File: src/rtl/area_method_time_constant_estimator_macros.svh
// assertion macros used by the estimator back end
`ifndef AREA_METHOD_TIME_CONSTANT_ESTIMATOR_MACROS_SVH
`define AREA_METHOD_TIME_CONSTANT_ESTIMATOR_MACROS_SVH

// same-cycle implication, off during reset
`define AMTE_ASSERT_IMPL(lbl, ante, cons, msg) \
  lbl: assert property (@(posedge clk_i) disable iff (!rst_ni) (ante) |-> (cons)) \
    else $error(msg);

// next-cycle implication, off during reset
`define AMTE_ASSERT_NEXT(lbl, ante, cons, msg) \
  lbl: assert property (@(posedge clk_i) disable iff (!rst_ni) (ante) |=> (cons)) \
    else $error(msg);

`endif

File: src/rtl/amte_pkg.sv
// shared types and constants of the time constant estimator
`timescale 1ns / 1ps
`default_nettype none

package amte_pkg;

  localparam int unsigned AMTE_FIFO_DEPTH = 4;
  localparam logic signed [31:0] FINAL_VALUE_RESET = 32'sd65536;

  typedef enum logic [1:0] {
    STATUS_OK     = 2'd0,
    STATUS_FEW    = 2'd1,
    STATUS_ZERO   = 2'd2,
    STATUS_NONPOS = 2'd3
  } status_e;

  typedef struct packed {
    logic [31:0]        sample_time;
    logic signed [31:0] sample_value;
    logic               last_sample;
  } in_t;

  typedef struct packed {
    logic signed [31:0] time_constant;
    status_e            status;
  } out_t;

  // classified sample handed from front to back
  typedef struct packed {
    logic [31:0] half_sum;
    logic [31:0] step;
    logic        odd;
    logic        neg;
    logic        has_interval;
    logic        last;
    logic        few;
  } op_t;

endpackage

`default_nettype wire

File: src/rtl/amte_front.sv
// front end: takes samples, forms shortfall sum and time step per interval
`timescale 1ns / 1ps
`default_nettype none

module amte_front
  import amte_pkg::*;
(
  input  wire logic               clk_i,
  input  wire logic               rst_ni,
  input  wire logic signed [31:0] final_value_i,
  input  wire logic               in_valid_i,
  output logic                    in_ready_o,
  input  wire in_t                in_i,
  output logic                    op_valid_o,
  input  wire logic               op_ready_i,
  output op_t                     op_o
);

  localparam logic [1:0] SEEN_MAX = 2'd2;

  logic [31:0]        prev_time_q, prev_time_d;
  logic signed [31:0] prev_value_q, prev_value_d;
  logic [1:0]         seen_q, seen_d;

  logic               accept;
  logic [32:0]        err_prev, err_cur;
  logic [31:0]        sf_prev, sf_cur;
  logic [32:0]        sum;
  logic               later;

  assign in_ready_o = op_ready_i;
  assign op_valid_o = in_valid_i;
  assign accept     = in_valid_i & op_ready_i;

  always_comb begin
    err_prev = {final_value_i[31], final_value_i} - {prev_value_q[31], prev_value_q};
    err_cur  = {final_value_i[31], final_value_i} - {in_i.sample_value[31], in_i.sample_value};
    sf_prev  = err_prev[32] ? 32'd0 : err_prev[31:0];
    sf_cur   = err_cur[32] ? 32'd0 : err_cur[31:0];
    sum      = {1'b0, sf_prev} + {1'b0, sf_cur};
    later    = in_i.sample_time >= prev_time_q;

    op_o.half_sum     = sum[32:1];
    op_o.odd          = sum[0];
    op_o.step         = later ? (in_i.sample_time - prev_time_q)
                              : (prev_time_q - in_i.sample_time);
    op_o.neg          = ~later;
    op_o.has_interval = seen_q != 2'd0;
    op_o.last         = in_i.last_sample;
    op_o.few          = in_i.last_sample & (seen_q == 2'd0);
  end

  always_comb begin
    prev_time_d  = prev_time_q;
    prev_value_d = prev_value_q;
    seen_d       = seen_q;
    if (accept) begin
      if (in_i.last_sample) begin
        prev_time_d  = '0;
        prev_value_d = '0;
        seen_d       = '0;
      end else begin
        prev_time_d  = in_i.sample_time;
        prev_value_d = in_i.sample_value;
        seen_d       = (seen_q == SEEN_MAX) ? SEEN_MAX : seen_q + 2'd1;
      end
    end
  end

  always_ff @(posedge clk_i or negedge rst_ni) begin
    if (!rst_ni) begin
      prev_time_q  <= '0;
      prev_value_q <= '0;
      seen_q       <= '0;
    end else begin
      prev_time_q  <= prev_time_d;
      prev_value_q <= prev_value_d;
      seen_q       <= seen_d;
    end
  end

endmodule

`default_nettype wire

File: src/rtl/amte_fifo.sv
// short queue of classified samples between front and back
`timescale 1ns / 1ps
`default_nettype none

module amte_fifo
  import amte_pkg::*;
#(
  parameter int unsigned DEPTH = AMTE_FIFO_DEPTH
) (
  input  wire logic clk_i,
  input  wire logic rst_ni,
  input  wire logic push_valid_i,
  output logic      push_ready_o,
  input  wire op_t  push_i,
  output logic      pop_valid_o,
  input  wire logic pop_ready_i,
  output op_t       pop_o
);

  localparam int unsigned PW = (DEPTH > 1) ? $clog2(DEPTH) : 1;
  localparam int unsigned CW = $clog2(DEPTH + 1);

  op_t           mem_q [DEPTH];
  logic [PW-1:0] wr_ptr_q, wr_ptr_d;
  logic [PW-1:0] rd_ptr_q, rd_ptr_d;
  logic [CW-1:0] count_q, count_d;
  logic          push, pop;

  assign push_ready_o = count_q != CW'(DEPTH);
  assign pop_valid_o  = count_q != '0;
  assign push         = push_valid_i & push_ready_o;
  assign pop          = pop_valid_o & pop_ready_i;
  assign pop_o        = mem_q[rd_ptr_q];

  always_comb begin
    wr_ptr_d = wr_ptr_q;
    rd_ptr_d = rd_ptr_q;
    count_d  = count_q;
    if (push) begin
      wr_ptr_d = (wr_ptr_q == PW'(DEPTH - 1)) ? '0 : wr_ptr_q + 1'b1;
    end
    if (pop) begin
      rd_ptr_d = (rd_ptr_q == PW'(DEPTH - 1)) ? '0 : rd_ptr_q + 1'b1;
    end
    if (push && !pop) begin
      count_d = count_q + 1'b1;
    end else if (pop && !push) begin
      count_d = count_q - 1'b1;
    end
  end

  always_ff @(posedge clk_i) begin
    if (push) begin
      mem_q[wr_ptr_q] <= push_i;
    end
  end

  always_ff @(posedge clk_i or negedge rst_ni) begin
    if (!rst_ni) begin
      wr_ptr_q <= '0;
      rd_ptr_q <= '0;
      count_q  <= '0;
    end else begin
      wr_ptr_q <= wr_ptr_d;
      rd_ptr_q <= rd_ptr_d;
      count_q  <= count_d;
    end
  end

endmodule

`default_nettype wire

File: src/rtl/amte_back.sv
// back end: interval area, saturating accumulation, final division and result
`timescale 1ns / 1ps
`default_nettype none

`include "area_method_time_constant_estimator_macros.svh"

module amte_back
  import amte_pkg::*;
(
  input  wire logic               clk_i,
  input  wire logic               rst_ni,
  input  wire logic signed [31:0] final_value_i,
  input  wire logic               op_valid_i,
  output logic                    op_ready_o,
  input  wire op_t                op_i,
  output logic                    out_valid_o,
  input  wire logic               out_ready_i,
  output out_t                    out_o
);

  typedef enum logic [1:0] {
    TAIL_IDLE,
    TAIL_DIV,
    TAIL_FIN,
    TAIL_OUT
  } tail_e;

  localparam int unsigned DIV_STEPS = 64;
  localparam int unsigned CNT_W     = $clog2(DIV_STEPS);
  localparam logic [CNT_W-1:0] DIV_LAST = CNT_W'(DIV_STEPS - 1);
  localparam logic signed [63:0] AREA_MAX = {1'b0, {63{1'b1}}};
  localparam logic signed [63:0] AREA_MIN = {1'b1, {63{1'b0}}};

  logic               pop;

  // product stage
  logic               p1_valid_q;
  logic [63:0]        prod_q;
  logic [30:0]        half_q;
  logic               p1_neg_q, p1_has_q, p1_last_q, p1_few_q;
  logic [63:0]        prod;

  // magnitude stage
  logic               p2_valid_q;
  logic [63:0]        mag_q;
  logic               p2_neg_q, p2_has_q, p2_last_q, p2_few_q;

  logic signed [63:0] area_q;
  logic [65:0]        ext, mext, acc;
  logic signed [63:0] acc_sat, new_area;
  logic [63:0]        area_mag;
  logic [31:0]        fv_mag;

  tail_e              state_q;
  logic [CNT_W-1:0]   div_cnt_q;
  logic [63:0]        div_num_q;
  logic [31:0]        div_rem_q;
  logic [31:0]        div_den_q;
  logic               div_neg_q;
  out_t               out_q;

  logic [32:0]        trial;
  logic               fits;
  logic [31:0]        rem_next;
  logic signed [31:0] tau;

  logic               tail_end;
  logic               ok_out;
  logic               div_mid;

  assign op_ready_o  = (state_q == TAIL_IDLE) & ~(p1_valid_q & p1_last_q)
                     & ~(p2_valid_q & p2_last_q);
  assign pop         = op_valid_i & op_ready_o;
  assign prod        = {32'd0, op_i.half_sum} * {32'd0, op_i.step};
  assign out_valid_o = state_q == TAIL_OUT;
  assign out_o       = out_q;

  assign tail_end = p2_valid_q & p2_last_q;
  assign ok_out   = out_valid_o & (out_q.status == STATUS_OK);
  assign div_mid  = (state_q == TAIL_DIV) & (div_cnt_q != DIV_LAST);

  always_comb begin
    ext      = {{2{area_q[63]}}, area_q};
    mext     = {2'b00, mag_q};
    acc      = p2_neg_q ? (ext - mext) : (ext + mext);
    if (acc[65:63] == 3'b000 || acc[65:63] == 3'b111) begin
      acc_sat = acc[63:0];
    end else if (acc[65]) begin
      acc_sat = AREA_MIN;
    end else begin
      acc_sat = AREA_MAX;
    end
    new_area = p2_has_q ? acc_sat : area_q;
    area_mag = new_area[63] ? (64'd0 - new_area) : new_area;
    fv_mag   = final_value_i[31] ? (32'd0 - final_value_i) : final_value_i;
  end

  // restoring division, one quotient bit per cycle
  always_comb begin
    trial    = {div_rem_q, div_num_q[63]};
    fits     = trial >= {1'b0, div_den_q};
    rem_next = fits ? 32'(trial - {1'b0, div_den_q}) : trial[31:0];
  end

  always_comb begin
    if (div_neg_q) begin
      tau = (div_num_q > 64'h0000_0000_8000_0000) ? 32'sh8000_0000
                                                  : 32'd0 - div_num_q[31:0];
    end else begin
      tau = (div_num_q > 64'h0000_0000_7FFF_FFFF) ? 32'sh7FFF_FFFF
                                                  : div_num_q[31:0];
    end
  end

  always_ff @(posedge clk_i or negedge rst_ni) begin
    if (!rst_ni) begin
      p1_valid_q <= 1'b0;
      p2_valid_q <= 1'b0;
    end else begin
      p1_valid_q <= pop;
      p2_valid_q <= p1_valid_q;
    end
  end

  always_ff @(posedge clk_i) begin
    if (pop) begin
      prod_q    <= prod;
      half_q    <= op_i.odd ? op_i.step[31:1] : 31'd0;
      p1_neg_q  <= op_i.neg;
      p1_has_q  <= op_i.has_interval;
      p1_last_q <= op_i.last;
      p1_few_q  <= op_i.few;
    end
    if (p1_valid_q) begin
      mag_q     <= prod_q + {33'd0, half_q};
      p2_neg_q  <= p1_neg_q;
      p2_has_q  <= p1_has_q;
      p2_last_q <= p1_last_q;
      p2_few_q  <= p1_few_q;
    end
  end

  always_ff @(posedge clk_i or negedge rst_ni) begin
    if (!rst_ni) begin
      area_q <= '0;
    end else if (p2_valid_q) begin
      area_q <= p2_last_q ? 64'sd0 : new_area;
    end
  end

  always_ff @(posedge clk_i or negedge rst_ni) begin
    if (!rst_ni) begin
      state_q   <= TAIL_IDLE;
      div_cnt_q <= '0;
      div_num_q <= '0;
      div_rem_q <= '0;
      div_den_q <= '0;
      div_neg_q <= 1'b0;
      out_q     <= '{time_constant: '0, status: STATUS_OK};
    end else begin
      case (state_q)
        TAIL_IDLE: begin
          if (p2_valid_q && p2_last_q) begin
            if (p2_few_q) begin
              out_q   <= '{time_constant: '0, status: STATUS_FEW};
              state_q <= TAIL_OUT;
            end else if (final_value_i == 32'sd0) begin
              out_q   <= '{time_constant: '0, status: STATUS_ZERO};
              state_q <= TAIL_OUT;
            end else begin
              div_num_q <= area_mag;
              div_den_q <= fv_mag;
              div_rem_q <= '0;
              div_neg_q <= new_area[63] ^ final_value_i[31];
              div_cnt_q <= '0;
              state_q   <= TAIL_DIV;
            end
          end
        end
        TAIL_DIV: begin
          div_rem_q <= rem_next;
          div_num_q <= {div_num_q[62:0], fits};
          div_cnt_q <= div_cnt_q + 1'b1;
          if (div_cnt_q == DIV_LAST) begin
            state_q <= TAIL_FIN;
          end
        end
        TAIL_FIN: begin
          out_q.time_constant <= tau;
          out_q.status        <= (tau > 32'sd0) ? STATUS_OK : STATUS_NONPOS;
          state_q             <= TAIL_OUT;
        end
        TAIL_OUT: begin
          if (out_ready_i) begin
            state_q <= TAIL_IDLE;
          end
        end
        default: begin
          state_q <= TAIL_IDLE;
        end
      endcase
    end
  end

  `AMTE_ASSERT_IMPL(a_no_pop_in_tail, state_q != TAIL_IDLE, !pop, "sample taken while tail busy")
  `AMTE_ASSERT_IMPL(a_last_finds_idle, tail_end, state_q == TAIL_IDLE, "tail busy at record end")
  `AMTE_ASSERT_IMPL(a_ok_is_positive, ok_out, out_q.time_constant > 0, "non-positive ok result")
  `AMTE_ASSERT_NEXT(a_div_runs_on, div_mid, state_q == TAIL_DIV, "division left early")

endmodule

`default_nettype wire

File: src/rtl/area_method_time_constant_estimator.sv
// top level of the area method time constant estimator
// one sample is taken per cycle while the queue has room; a sample that ends no record adds a 3-stage area update
// a record end passes the area stages, then a 64-step divider and TAIL_FIN, to its result
// too few samples or a zero final value skip the divider and give their result directly
// while a result is pending the back stalls, the front keeps filling its queue
// async reset clears record state, queue and result, and sets final value to 1.0
`timescale 1ns / 1ps
`default_nettype none

module area_method_time_constant_estimator
  import amte_pkg::*;
#(
  parameter int unsigned FIFO_DEPTH = AMTE_FIFO_DEPTH
) (
  input  wire logic               clk_i,
  input  wire logic               rst_ni,
  input  wire logic               cfg_we_i,
  input  wire logic signed [31:0] cfg_wdata_i,
  input  wire logic               in_valid_i,
  output logic                    in_ready_o,
  input  wire in_t                in_i,
  output logic                    out_valid_o,
  input  wire logic               out_ready_i,
  output out_t                    out_o
);

  logic signed [31:0] final_value_q;
  logic               f_valid, f_ready;
  op_t                f_op;
  logic               b_valid, b_ready;
  op_t                b_op;

  always_ff @(posedge clk_i or negedge rst_ni) begin
    if (!rst_ni) begin
      final_value_q <= FINAL_VALUE_RESET;
    end else if (cfg_we_i) begin
      final_value_q <= cfg_wdata_i;
    end
  end

  amte_front u_front (
    .clk_i         (clk_i),
    .rst_ni        (rst_ni),
    .final_value_i (final_value_q),
    .in_valid_i    (in_valid_i),
    .in_ready_o    (in_ready_o),
    .in_i          (in_i),
    .op_valid_o    (f_valid),
    .op_ready_i    (f_ready),
    .op_o          (f_op)
  );

  amte_fifo #(
    .DEPTH (FIFO_DEPTH)
  ) u_fifo (
    .clk_i        (clk_i),
    .rst_ni       (rst_ni),
    .push_valid_i (f_valid),
    .push_ready_o (f_ready),
    .push_i       (f_op),
    .pop_valid_o  (b_valid),
    .pop_ready_i  (b_ready),
    .pop_o        (b_op)
  );

  amte_back u_back (
    .clk_i         (clk_i),
    .rst_ni        (rst_ni),
    .final_value_i (final_value_q),
    .op_valid_i    (b_valid),
    .op_ready_o    (b_ready),
    .op_i          (b_op),
    .out_valid_o   (out_valid_o),
    .out_ready_i   (out_ready_i),
    .out_o         (out_o)
  );

endmodule

`default_nettype wire

File: config.mk
export PLATFORM = sky130hd
export DESIGN_NAME = area_method_time_constant_estimator
export DESIGN_NICKNAME = d
export VERILOG_FILES = /design/src/rtl/amte_pkg.sv /design/src/rtl/amte_front.sv /design/src/rtl/amte_fifo.sv /design/src/rtl/amte_back.sv /design/src/rtl/area_method_time_constant_estimator.sv
export VERILOG_INCLUDE_DIRS = /design/src /design/src/rtl
export SDC_FILE = /design/constraint.sdc
export NUM_CORES = 2
export LEC_CHECK = 0
export BUFFER_PORTS_ARGS = -buffer_cell sky130_fd_sc_hd__buf_2
export CORE_ASPECT_RATIO = 0.9
export CORE_UTILIZATION = 51
export DETAILED_ROUTE_END_ITERATION = 8
export GPL_TIMING_DRIVEN = 0
export PLACE_DENSITY = 0.67
export SLEW_MARGIN = 20
export SYNTH_ARGS = -nofsm -noshare
export SYNTH_HDL_FRONTEND = slang
export SYNTH_HIERARCHICAL = 1
export SYNTH_SLANG_ARGS = --single-unit
File: constraint.sdc
create_clock -name clk_i -period 11.8 [get_ports clk_i]
set_clock_uncertainty 0.1 [all_clocks]
set_input_delay 0.59 -clock clk_i [delete_from_list [all_inputs] [get_ports clk_i]]
set_output_delay 0.59 -clock clk_i [all_outputs]
set_load 0.005 [all_outputs]
==> run_results.csv <==
group,metric,value,unit
floorplanning,coreArea,0.165,mm²
yosys,synthAdderAreaFrac,0.297,
timing,slew_viol_final,0,
timing,worstMarginPinSlew,1290,ps
global_routing,grt_max_degree,81,
floorplanning,rows,141,
layout,finalNonFillerCells,11500,
yosys,synth_cell_types,130,
timing,setup_viol_count_final,0,
worst_setup_path,crit_top_cell,"fa_1",
worst_setup_path,startpoint_type,"register",
yosys,ys_warn_count,6,
worst_setup_path,crit_fanout,10,
floorplanning,die_w,432,µm
timing,period_minus_slack,11500,ps
worst_setup_path,critPathRequiredTime,12160,ps
floorplanning,start_util,0.515,
detailed_routing,drt.antenna.violating_nets,0,
clocking,clkLatencyLatePin,720,ps
detailed_routing,drc_errors,0,
min_path,hp-start,"cfg_wdata_i[1]",
global_routing,grt.overflow.total,0,
clocking,post-cts-setup-buffers,0,
timing,hold_viol,0,
yosys,synth_compound_area_frac,0.136,
min_path,holdCritPathClass,"in -> reg",
detailed_routing,dr.pass1.iters,8,
timing,rsz0062_at_grt,"false",
worst_setup_path,crit_slowest_cell,"mux4_2",
floorplanning,fp.dieH,389,µm
yosys,synth-xor-area-share,0.0472,
global_routing,grt_pass1_wl,433000,µm
clocking,cts_buffers,87,
yosys,synth_cells,8916,
place,io_buffers,135,
detailed_routing,totalWireLength,292000,µm
clocking,cts-root-buf,"clkbuf_16",
worst_setup_path,critPathMaxStageDelay,710,ps
global_routing,gr-usage-all-layers,0.347,
yosys,synth_area,0.0847,mm²
timing,timing.fmax,0.0869,GHz
place,dpl.hpwl,235000,µm
detailed_routing,drtIter0Drc,6715,
run,maxCapViolCount,0,
timing,fin_crit_sh,0.975,
yosys,avgSynthCellArea,9.51,µm²
yosys,synth_top_family_by_area,"adder cells",
timing,max-slew-margin-rel,0.138,
place,gp_congestion,1.04,
yosys,synthArstFlopShare,0.436,
layout,layout-drive-gt1-share,0.0646,
yosys,synth-edff-count,443,
worst_setup_path,critPathKind,"reg -> reg",
layout,synthToLayoutAreaGrowth,8.29,%
worst_setup_path,critPathLaunch,"u_fifo/rd_ptr_q[0]$_DFFE_PN0P_",
detailed_routing,post_drt_wl_per_cell,25.4,µm
worst_setup_path,worstReg2RegStart,"u_fifo/rd_ptr_q[0]$_DFFE_PN0P_",
detailed_routing,vias,68200,
yosys,synthMuxAreaShare,0.0274,
global_routing,antenna_found_initial,21,
global_routing,grt_pass1_vias,67800,
layout,nNetsFinal,10800,
yosys,synth_seq_cells,785,
detailed_routing,routed_via_density,5.95,
worst_setup_path,endpoint_kind,"register",
yosys,synth_nets,10500,
place,placed_cells,11300,
floorplanning,die-area,0.168,mm²
clocking,cts_tree,"built",
clocking,ctsHtreeMaxLevel,3,
clocking,cts.clk_slew.worst_paths,60,ps
yosys,synth-simple-area-share,0.156,
clocking,cts_sinks,785,
floorplanning,ios,138,
yosys,ys_seq_area_frac,0.258,
clocking,clock_path_buffers,3,
yosys,synthFlopType,"edfxtp_1",
status,outcome,"finished, final reports clean",
worst_setup_path,arrival,11860,ps
==> through the flow <==
stage	utilization	TNS [ps]	hold slack, ps	area (µm²)	setup WS (ps)
3_5_place_dp	0.538	-2340	305	88500	-479
4_1_cts	0.557	0	0.687	91700	12.8
5_1_grt	0.557	0	18.2	91800	5.80
6_report	0.558	0	59.8	91800	297
3_3_place_gp	0.536	-1780	303	88200	-419
2_1_floorplan	-	0	194	84700	2310
==> path summary, 6_finish.rpt <==
check | end | slack [ps] | depth (start not counted)
worst max-delay path | u_back/prod_q[61]$_DFFE_PP_ | 300 | 32
worst min-delay path | final_value_q[1]$_DFFE_PN0P_ | 60 | 2
worst max register to register | u_back/prod_q[61]$_DFFE_PP_ | 300 | 32
worst min register to register | u_back/p2_neg_q$_DFFE_PP_ | 320 | 0
max in group asynchronous | u_front/prev_time_q[3]$_DFFE_PN0P_ | 9560 | 5
min in group asynchronous | u_back/div_num_q[8]$_DFFE_PN0P_ | 280 | 2
==> sequential cells by signal (all words and copies together), names as in the netlist, 2 cells and up <==
signal and cells:
u_back/div_num_q 64, u_front/prev_value_q 32, u_back/out_o 34, final_value_q 32, u_back/mag_q 64, u_back/area_q 64
u_back/div_cnt_q 6, u_fifo/mem_q 276, u_fifo/rd_ptr_q 2, u_fifo/count_q 3, u_front/seen_q 2, u_back/state_q 2
u_back/prod_q 64, u_front/prev_time_q 32, u_back/div_den_q 32, u_back/half_q 31, u_fifo/wr_ptr_q 2, u_back/div_rem_q 32
==> layer usage <==
metal  up-vias  track usage  wire (µm)
li1      30400            -          -
met1     34200        0.484     124000
met2      3113        0.514     125000
met3       577       0.0969      30400
met4        14        0.131      12600
met5         -            0         89
==> logic make-up (layout without fill, tap and decap cells) <==
family	after synthesis	in the layout
fa+ha+maj	1471	1471
compound gates	1774	1774
simple gates	2587	2587
buf+inv	1714	2050
flops	785	785
other cells	0	7
mux	129	129
xor+xnor	456	456
==> cell type report <==
class / instances / area (µm²)
clock buffer: 115 / 2360
tap: 2216 / 2770
multi-input combinational: 6417 / 56300
clock inverter: 45 / 499
antenna: 7 / 17.5
inverter: 1266 / 4760
sequential: 785 / 21900
fill: 14700 / 72800
buffer: 447 / 1980
timing repair buffer: 177 / 1260
==> cells in the final DEF, fill, tap and decap left out, types with 42 or more instances in the layout <==
cell type | Yosys | layout
a21o_1 | 197 | 197
a21oi_1 | 487 | 487
a22o_1 | 42 | 42
a31oi_1 | 69 | 69
and2_1 | 670 | 669
and3_1 | 54 | 54
buf_2 | 18 | 153
clkbuf_1 | 387 | 358
clkbuf_16 | 0 | 88
clkbuf_2 | 0 | 43
dfrtp_1 | 341 | 340
edfxtp_1 | 443 | 443
fa_1 | 905 | 905
ha_1 | 566 | 566
inv_1 | 1263 | 1263
mux4_2 | 69 | 69
nand2_1 | 865 | 865
nand2b_1 | 51 | 51
nand3_1 | 80 | 80
nand4_1 | 90 | 90
nor2_1 | 396 | 396
nor3_1 | 113 | 113
o21a_1 | 43 | 43
o21ai_0 | 343 | 343
o21bai_1 | 64 | 64
o22ai_1 | 86 | 86
o31ai_1 | 110 | 110
or3_1 | 52 | 52
xnor2_1 | 307 | 307
xor2_1 | 148 | 148
==> worst max-delay path: cells and delay by family (launching register included) <==
family	cells	cell delay, ps
XOR/XNOR	1	170
buffers and inverters	7	1310
flip-flops	1	350
adder cells (fa/ha/maj)	9	4600
AND/OR/NAND/NOR	3	780
AO/OA/AOI/OAI	11	3200
multiplexers	1	710
==> cell usage after synthesis, types with 52 or more instances <==
| cell | instances | area share |
|---|---|---|
| or3_1 | 52 | 0.0038 |
| mux4_2 | 69 | 0.018 |
| o21bai_1 | 64 | 0.0057 |
| edfxtp_1 | 443 | 0.16 |
| a31oi_1 | 69 | 0.0051 |
| a21o_1 | 197 | 0.017 |
| nor3_1 | 113 | 0.0067 |
| o21ai_0 | 343 | 0.020 |
| nand2_1 | 865 | 0.038 |
| o22ai_1 | 86 | 0.0063 |
| xnor2_1 | 307 | 0.032 |
| xor2_1 | 148 | 0.015 |
| nand4_1 | 90 | 0.0066 |
| nand3_1 | 80 | 0.0047 |
| fa_1 | 905 | 0.21 |
| nor2_1 | 396 | 0.018 |
| a21oi_1 | 487 | 0.029 |
| and3_1 | 54 | 0.0040 |
| dfrtp_1 | 341 | 0.10 |
| and2_1 | 670 | 0.049 |
| inv_1 | 1263 | 0.056 |
| clkbuf_1 | 387 | 0.017 |
| ha_1 | 566 | 0.084 |
| o31ai_1 | 110 | 0.0097 |
==> repair_timing <==
item,in CTS,in global routing
pin swaps,0,0
setup endpoints to repair,9,10
hold buffers,31,0
endpoints found under the hold margin,85,0
resized for setup,12,59
Power is left out: the tool's default activity adds up to more than one toggle a clock period on the data nets, which glitch-free logic cannot reach.
